`src/sv/acps_pkg.sv`:
```
// types, codes and defaults shared by the collision pair scanner
package acps_pkg;

  localparam int NUM_SLOTS_DEF = 8;
  localparam int MASK_W        = 64;
  localparam int KIND_W        = 3;
  localparam int SLOT_FIELD_W  = 3;

  typedef enum logic [1:0] {
    REQ_ADD    = 2'd0,
    REQ_REMOVE = 2'd1,
    REQ_SCAN   = 2'd2,
    REQ_NONE   = 2'd3
  } req_type_t;

  typedef enum logic [2:0] {
    RESP_ADDED   = 3'd0,
    RESP_FULL    = 3'd1,
    RESP_REMOVED = 3'd2,
    RESP_PAIR    = 3'd3,
    RESP_DONE    = 3'd4
  } resp_kind_t;

  typedef struct packed {
    logic [1:0]              req_type;
    logic signed [15:0]      rect_x;
    logic signed [15:0]      rect_y;
    logic [14:0]             rect_w;
    logic [14:0]             rect_h;
    logic [KIND_W-1:0]       collider_kind;
    logic                    wants_notify;
    logic [SLOT_FIELD_W-1:0] target_slot;
  } req_t;

  typedef struct packed {
    logic [2:0]              resp_kind;
    logic [SLOT_FIELD_W-1:0] slot_first;
    logic [SLOT_FIELD_W-1:0] slot_second;
    logic                    notify_first;
    logic                    notify_second;
    logic                    last_result;
  } resp_t;

  typedef struct packed {
    logic signed [15:0] left;
    logic signed [15:0] top;
    logic [14:0]        width;
    logic [14:0]        height;
    logic [KIND_W-1:0]  kind;
    logic               notify;
  } entry_t;

  typedef struct packed {
    logic hit;
    logic notify_a;
    logic notify_b;
  } pair_res_t;

endpackage

```
`src/sv/acps_chan_if.sv`:
```
// valid/ready channel carrying one request or result
interface acps_chan_if #(
  parameter type payload_t = logic
);
  logic     valid;
  logic     ready;
  payload_t payload;

  modport source (output valid, output payload, input ready);
  modport sink   (input valid, input payload, output ready);
endinterface

```
`src/sv/acps_pair_test.sv`:
```
// overlap and notify test for one pair of stored rectangles
module acps_pair_test (
  input  acps_pkg::entry_t              entry_a,
  input  acps_pkg::entry_t              entry_b,
  input  logic [acps_pkg::MASK_W-1:0]   notify_mask,
  output acps_pkg::pair_res_t           res
);
  import acps_pkg::*;

  logic signed [16:0] a_left, a_right, a_top, a_bottom;
  logic signed [16:0] b_left, b_right, b_top, b_bottom;
  logic [2*KIND_W-1:0] bit_ab, bit_ba;

  assign a_left   = {entry_a.left[15], entry_a.left};
  assign a_top    = {entry_a.top[15], entry_a.top};
  assign a_right  = a_left + $signed({2'b00, entry_a.width});
  assign a_bottom = a_top + $signed({2'b00, entry_a.height});
  assign b_left   = {entry_b.left[15], entry_b.left};
  assign b_top    = {entry_b.top[15], entry_b.top};
  assign b_right  = b_left + $signed({2'b00, entry_b.width});
  assign b_bottom = b_top + $signed({2'b00, entry_b.height});

  assign bit_ab = {entry_a.kind, entry_b.kind};
  assign bit_ba = {entry_b.kind, entry_a.kind};

  assign res.hit      = (a_left < b_right) && (a_right > b_left) &&
                        (a_top < b_bottom) && (a_bottom > b_top);
  assign res.notify_a = notify_mask[bit_ab] & entry_a.notify;
  assign res.notify_b = notify_mask[bit_ba] & entry_b.notify;

endmodule

```
`src/sv/aabb_collision_pair_scanner.sv`:
```
// Collider table with pairwise overlap scan. Add and remove requests each
// give one result. A scan request walks all NUM_SLOTS*(NUM_SLOTS-1)/2 slot
// pairs in order, one pair per cycle while the result side does not stall,
// through a single overlap unit fed by the two registered read ports of the
// collider memory; no new request is taken until the scan done result is out.
module aabb_collision_pair_scanner #(
  parameter int NUM_SLOTS = acps_pkg::NUM_SLOTS_DEF
) (
  input  logic                        clk,
  input  logic                        rst_n,
  acps_chan_if.sink                   in_req,
  acps_chan_if.source                 out_resp,
  input  logic                        cfg_we,
  input  logic [acps_pkg::MASK_W-1:0] cfg_wdata
);
  import acps_pkg::*;

  localparam int SW = $clog2(NUM_SLOTS);

  typedef enum logic [3:0] {
    ST_IDLE  = 4'b0001,
    ST_PAIRS = 4'b0010,
    ST_DONE  = 4'b0100,
    ST_WAIT  = 4'b1000
  } state_t;

  state_t              state_r, state_nxt;
  logic [MASK_W-1:0]   mask_r;
  logic [NUM_SLOTS-1:0] slot_used_r, slot_used_nxt;
  logic [SW-1:0]       iss_i_r, iss_i_nxt, iss_k_r, iss_k_nxt;
  logic                s1_valid_r, s1_done_r;
  logic [SW-1:0]       s1_i_r, s1_k_r;
  entry_t              mem [NUM_SLOTS];
  entry_t              rd_a_r, rd_b_r, new_entry;
  logic                out_valid_r, out_valid_nxt;
  resp_t               out_r, out_nxt;
  req_t                req;
  pair_res_t           pair_res;
  logic                adv, accept, pair_hit, last_pair, free_found, mem_we;
  logic [SW-1:0]       free_idx, rm_idx;

  assign req     = in_req.payload;
  assign adv     = !out_valid_r || out_resp.ready;
  assign in_req.ready = (state_r == ST_IDLE) && adv;
  assign accept  = in_req.valid && in_req.ready;
  assign out_resp.valid   = out_valid_r;
  assign out_resp.payload = out_r;

  assign last_pair = (iss_k_r == SW'(NUM_SLOTS - 1)) && (iss_i_r == SW'(NUM_SLOTS - 2));
  assign rm_idx    = SW'(req.target_slot);
  assign mem_we    = accept && (req.req_type == REQ_ADD) && free_found;

  assign new_entry.left   = req.rect_x;
  assign new_entry.top    = req.rect_y;
  assign new_entry.width  = req.rect_w;
  assign new_entry.height = req.rect_h;
  assign new_entry.kind   = req.collider_kind;
  assign new_entry.notify = req.wants_notify;

  acps_pair_test u_pair_test (
    .entry_a     (rd_a_r),
    .entry_b     (rd_b_r),
    .notify_mask (mask_r),
    .res         (pair_res)
  );

  assign pair_hit = s1_valid_r && !s1_done_r && slot_used_r[s1_i_r] &&
                    slot_used_r[s1_k_r] && pair_res.hit &&
                    (pair_res.notify_a || pair_res.notify_b);

  // lowest free slot
  always_comb begin
    free_found = 1'b0;
    free_idx   = '0;
    for (int j = NUM_SLOTS - 1; j >= 0; j--) begin
      if (!slot_used_r[j]) begin
        free_found = 1'b1;
        free_idx   = SW'(j);
      end
    end
  end

  always_comb begin
    state_nxt     = state_r;
    iss_i_nxt     = iss_i_r;
    iss_k_nxt     = iss_k_r;
    slot_used_nxt = slot_used_r;
    out_valid_nxt = out_valid_r;
    out_nxt       = out_r;
    if (adv) begin
      out_valid_nxt = 1'b0;
      out_nxt       = '0;
      unique case (state_r)
        ST_IDLE: begin
          if (accept) begin
            case (req.req_type)
              REQ_ADD: begin
                out_valid_nxt       = 1'b1;
                out_nxt.last_result = 1'b1;
                if (free_found) begin
                  out_nxt.resp_kind       = RESP_ADDED;
                  out_nxt.slot_first      = SLOT_FIELD_W'(free_idx);
                  slot_used_nxt[free_idx] = 1'b1;
                end else begin
                  out_nxt.resp_kind = RESP_FULL;
                end
              end
              REQ_REMOVE: begin
                out_valid_nxt       = 1'b1;
                out_nxt.last_result = 1'b1;
                out_nxt.resp_kind   = RESP_REMOVED;
                out_nxt.slot_first  = req.target_slot;
                if (32'(req.target_slot) < NUM_SLOTS) begin
                  slot_used_nxt[rm_idx] = 1'b0;
                end
              end
              REQ_SCAN: begin
                state_nxt = ST_PAIRS;
                iss_i_nxt = '0;
                iss_k_nxt = SW'(1);
              end
              default: ;
            endcase
          end
        end
        ST_PAIRS: begin
          if (last_pair) begin
            state_nxt = ST_DONE;
          end else if (iss_k_r == SW'(NUM_SLOTS - 1)) begin
            iss_i_nxt = iss_i_r + SW'(1);
            iss_k_nxt = iss_i_r + SW'(2);
          end else begin
            iss_k_nxt = iss_k_r + SW'(1);
          end
        end
        ST_DONE: begin
          state_nxt = ST_WAIT;
        end
        ST_WAIT: begin
          state_nxt = ST_IDLE;
        end
        default: state_nxt = ST_IDLE;
      endcase
      // results of the pair stage
      if (s1_valid_r && s1_done_r) begin
        out_valid_nxt       = 1'b1;
        out_nxt.resp_kind   = RESP_DONE;
        out_nxt.last_result = 1'b1;
      end else if (pair_hit) begin
        out_valid_nxt         = 1'b1;
        out_nxt.resp_kind     = RESP_PAIR;
        out_nxt.slot_first    = SLOT_FIELD_W'(s1_i_r);
        out_nxt.slot_second   = SLOT_FIELD_W'(s1_k_r);
        out_nxt.notify_first  = pair_res.notify_a;
        out_nxt.notify_second = pair_res.notify_b;
      end
    end
  end

  always_ff @(posedge clk) begin
    if (!rst_n) begin
      state_r     <= ST_IDLE;
      mask_r      <= '0;
      slot_used_r <= '0;
      out_valid_r <= 1'b0;
      s1_valid_r  <= 1'b0;
      s1_done_r   <= 1'b0;
    end else begin
      state_r     <= state_nxt;
      slot_used_r <= slot_used_nxt;
      out_valid_r <= out_valid_nxt;
      if (cfg_we) begin
        mask_r <= cfg_wdata;
      end
      if (adv) begin
        s1_valid_r <= (state_r == ST_PAIRS) || (state_r == ST_DONE);
        s1_done_r  <= (state_r == ST_DONE);
      end
    end
  end

  always_ff @(posedge clk) begin
    iss_i_r <= iss_i_nxt;
    iss_k_r <= iss_k_nxt;
    out_r   <= out_nxt;
    if (adv) begin
      s1_i_r <= iss_i_r;
      s1_k_r <= iss_k_r;
    end
  end

  // collider memory, one write port and two registered read ports
  always_ff @(posedge clk) begin
    if (mem_we) begin
      mem[free_idx] <= new_entry;
    end
    if (adv) begin
      rd_a_r <= mem[iss_i_r];
      rd_b_r <= mem[iss_k_r];
    end
  end

`ifndef SYNTHESIS
  a_pair_order: assert property (@(posedge clk) disable iff (!rst_n)
    (out_valid_r && out_r.resp_kind == RESP_PAIR) |-> (out_r.slot_first < out_r.slot_second))
    else $error("pair result with unordered slots");

  a_pair_told: assert property (@(posedge clk) disable iff (!rst_n)
    (out_valid_r && out_r.resp_kind == RESP_PAIR) |->
      ((out_r.notify_first || out_r.notify_second) && !out_r.last_result))
    else $error("pair result with no side told or marked last");

  a_idle_empty: assert property (@(posedge clk) disable iff (!rst_n)
    (state_r == ST_IDLE) |-> !s1_valid_r)
    else $error("pair stage busy while idle");

  a_used_stable: assert property (@(posedge clk) disable iff (!rst_n)
    (state_r != ST_IDLE && $past(state_r) != ST_IDLE) |-> $stable(slot_used_r))
    else $error("slot table changed during scan");
`endif

endmodule

```
`src/flat_wrapper.sv`:
```
// flat-port wrapper written by rule: the top's interface ports become plain ports
module aabb_collision_pair_scanner_flat import acps_pkg::*;
#(
  parameter int NUM_SLOTS = acps_pkg::NUM_SLOTS_DEF
)
  (clk, rst_n, cfg_we, cfg_wdata, in_req_valid, in_req_payload, in_req_ready, out_resp_valid, out_resp_payload, out_resp_ready);
  acps_chan_if #(.payload_t(req_t)) in_req_i ();
  acps_chan_if #(.payload_t(resp_t)) out_resp_i ();
  input  logic clk;
  input  logic rst_n;
  input  logic cfg_we;
  input  logic [acps_pkg::MASK_W-1:0] cfg_wdata;
  input wire logic [$bits(in_req_i.valid)-1:0] in_req_valid;
  input wire logic [$bits(in_req_i.payload)-1:0] in_req_payload;
  output wire logic [$bits(in_req_i.ready)-1:0] in_req_ready;
  output wire logic [$bits(out_resp_i.valid)-1:0] out_resp_valid;
  output wire logic [$bits(out_resp_i.payload)-1:0] out_resp_payload;
  input wire logic [$bits(out_resp_i.ready)-1:0] out_resp_ready;
  assign in_req_i.valid = in_req_valid;
  assign in_req_i.payload = in_req_payload;
  assign in_req_ready = in_req_i.ready;
  assign out_resp_valid = out_resp_i.valid;
  assign out_resp_payload = out_resp_i.payload;
  assign out_resp_i.ready = out_resp_ready;
  aabb_collision_pair_scanner #(.NUM_SLOTS(NUM_SLOTS)) u_core (.clk(clk), .rst_n(rst_n), .in_req(in_req_i), .out_resp(out_resp_i), .cfg_we(cfg_we), .cfg_wdata(cfg_wdata));
endmodule
```
`config.mk`:
```
export PLATFORM = sky130hd
export DESIGN_NAME = aabb_collision_pair_scanner_flat
export DESIGN_NICKNAME = d
export VERILOG_FILES = /design/src/sv/acps_pkg.sv /design/src/sv/acps_chan_if.sv /design/src/sv/acps_pair_test.sv /design/src/sv/aabb_collision_pair_scanner.sv /design/src/flat_wrapper.sv
export SDC_FILE = /design/constraint.sdc
export NUM_CORES = 1
export LEC_CHECK = 0
export ABC_CLOCK_PERIOD_IN_PS = 12310
export BUFFER_PORTS_ARGS = -buffer_cell sky130_fd_sc_hd__buf_2
export CAP_MARGIN = 30
export CORE_ASPECT_RATIO = 0.75
export CORE_MARGIN = 3
export CORE_UTILIZATION = 29
export DETAILED_ROUTE_END_ITERATION = 10
export REMOVE_ABC_BUFFERS = 1
export SETUP_SLACK_MARGIN = 0.2
export SLEW_MARGIN = 20
export SYNTH_ARGS = -nofsm -noshare
export SYNTH_HDL_FRONTEND = slang
export SYNTH_SLANG_ARGS = --single-unit
```
`constraint.sdc`:
```
create_clock -name clk -period 12.31 [get_ports clk]
set_input_delay 1.8465 -clock clk [delete_from_list [all_inputs] [get_ports clk]]
set_output_delay 1.8465 -clock clk [all_outputs]
set_load 0.01 [all_outputs]
```
==> reports/qor.yml <==
status:
  outcome: "complete, no violations"
yosys:
  syn-cell-area_um2: 37400
  synth_area_leaders: "edfxtp_1 55%, mux4_2 17%, ha_1 4.3%"
  synth-main-ff-cell: "edfxtp_1"
  synth_top_area_share: 0.549
  ys_warn_count: 0
  synth_edf_count: 684
  synthCells: 2235
  synthArstFlopShare: 0
  yosysTopAreaCell: "edfxtp_1"
  synth_seq_area_share: 0.591
  synth_cell_types: 77
  synthesis.area_per_instance_um2: 16.7
  ys_ff_latch: 763
clock_network:
  cts_made_buffers: 79
  ctsResizeCount: 0
  clk_latency_ps: 660
  htree_levels: 3
  cts_sinks: 763
  root_buffer: "clkbuf_16"
  path_clk_slew_ps: 60
  max-clock-path-buffers: 3
  postCtsSetupRepairBufs: 0
  cts_tree: "built"
  cts_hold_buf: 0
sta:
  hold_violations: 0
  holdWs_ps: 534
  setup_viol: 0
  tightest_slew_ps: 1060
  max_slew_margin: 0.293
  slew_violations: 0
  max_freq_mhz: 183
  rsz0062_at_grt: "no"
  min_period_ps: 5470
  tns_ps: 0
  min_period_over_period: 0.444
  layout_setup_ws_ps: 6840
  finClkSkew_ps: 21.7
worst_setup_path:
  end_kind: "register"
  path_cells: "ha_1 -> inv_1 -> fa_1 -> nor2b_1 -> o21a_1 -> o21ai_0 -> a2111oi_0 -> nor3_1 -> o31ai_1 -> a21oi_1 -> o211a_1 -> ha_1 -> nor2b_1 -> nor3b_1 -> nand4_1 -> a2111oi_0 -> o21ai_1 -> a2111oi_4 -> mux2_2"
  path_max_fanout: 9
  cp.required_ps: 12720
  start_kind: "register"
  arrival_ps: 5870
  slowest_delay_ps: 660
  critPathKind: "register to register"
  path_buf_inv: 1
  slowest_stage: "a2111oi_4"
  r2r_slack_ps: 6840
  path_delay_family: "compound AO/OA/AOI/OAI gates"
cells_and_area:
  final_nets: 2674
  finalNonFillerCells: 4186
  multiInputGateArea_um2: 14600
  syn_to_final_growth_pct: 14.5
  drive_above_1_share: 0.303
  final_cell_mix: "684 x edfxtp_1, 280 x mux4_2, 152 x buf_2"
  regArea_um2: 22100
  layout_commonest_cell: "edfxtp_1"
  n_fill_cell: 12123
route:
  drt_first_pass_iters: 5
  ant_nets: 0
  wl_um: 90400
  avgRoutedWirePerCell_um: 21.6
  avgViaCountPerCell: 4.95
  num_vias: 20735
  drc: 0
  drt_first_iter_violations: 1501
floorplanning:
  die_w_um: 421
  die_y_um: 317
  ioPinCount: 154
  start_util: 0.294
  dieArea_um2: 133000
  fp.coreArea_um2: 127000
  rows: 113
power:
  clock_power_share: 0.267
  ir_drop_mv: 0.112
  p_int_mw: 5.87
  pwr_density_cell_nw_per_um2: 204
  pwr-share-comb: 0.359
  switchingPower_mw: 2.88
  power_leakage_nw: 14.8
  seq_power_share: 0.375
  p_sw_frac: 0.329
  p_total_mw: 8.75
place:
  io_buffers: 153
  post-place-ws_ps: 6810
  gp_congestion: 0.831
  place_hpwl_um: 56200
  dp.cells: 4039
global_route:
  grt_overflow: 0
  grt_pass1_wl_um: 137000
  grt_max_degree: 135
  track_usage: 0.136
  grt_antenna_before_repair: 26
  grt_pass1_vias: 21291
min_path:
  min_path_type: "register to register"
job:
  drv_cap: 0
==> stage by stage <==
step                 util  instance area (µm²)
detailed placement  0.316                40300
global route        0.337                42900
CTS                 0.336                42700
global placement    0.315                40200
floorplan               -                37000
finish              0.337                42900
==> flip-flops by register name, indices dropped and copies added, names as in the netlist <==
signal	flops
u_core.mem	528
u_core.rd_a_r	66
u_core.rd_b_r	66
u_core.mask_r	64
u_core.out_resp.payload	12
u_core.slot_used_r	8
u_core.state_r	4
u_core.iss_i_r	3
u_core.iss_k_r	3
u_core.s1_i_r	3
u_core.s1_k_r	3
u_core.out_resp.valid	1
u_core.s1_done_r	1
u_core.s1_valid_r	1
==> power by group through the flow <==
stage               sequential (mW)  combinational, mW  clock, mW
finish                         3.28               3.14       2.34
global route                   3.30               3.51       2.51
CTS                            3.28               3.15       2.40
detailed placement             3.33               3.13          0
global placement               3.34               3.11          0
floorplan                      3.44               2.29          0
==> cell families after synthesis <==
group,Yosys count,synth area share
simple gates,366,0.0505
flops,763,0.591
xor+xnor,47,0.0110
buf+inv,177,0.0199
fa+ha+maj,134,0.0456
compound gates,230,0.0414
mux,518,0.241
==> cell usage after synthesis (12+ instances only) <==
library cell    n
a21oi_1        55
nor2b_1        79
dfxtp_1        79
o21ai_0        46
a31oi_1        12
buf_1          19
nand2_1        64
o21a_1         16
nor2_1         76
nor3_1         38
clkbuf_1       72
a21o_1         14
mux4_2        280
nand3_1        29
ha_1          130
mux2i_1        89
edfxtp_1      684
mux2_2        140
a211oi_1       12
inv_1          72
xor2_1         14
xnor2_1        33
nand2b_1       14
nand4_1        13
==> worst min-delay path, cell delays in order, from the launching register on <==
cell,delay [ps]
dfxtp_1,310
mux2i_1,120
nor2b_1,50
==> worst paths after layout <==
check / startpoint / end / depth (start not counted)
max: u_core.rd_a_r[34] / u_core.out_resp.payload[8] / 19
min: u_core.mask_r[0] / u_core.mask_r[0] / 2
max reg2reg: u_core.rd_a_r[34] / u_core.out_resp.payload[8] / 19
min reg2reg: u_core.mask_r[0] / u_core.mask_r[0] / 2
==> area by class of cell <==
cell class                 count  area share
multi-input combinational   1295       0.341
clock buffer                  97      0.0491
antenna                        2    0.000117
tap                         1725      0.0503
inverter                      72     0.00642
sequential                   763       0.516
timing repair buffer         189      0.0278
clock inverter                43     0.00899
==> per-layer routing <==
layer | vias up | GRT usage | part of all wire
li1 | 9406 | - | -
met1 | 10725 | 0.186 | 0.45
met2 | 453 | 0.226 | 0.49
met3 | 143 | 0.0221 | 0.042
met4 | 8 | 0.0323 | 0.021
met5 | - | 0 | 0.00053
(Power assumes the default switching activity.)
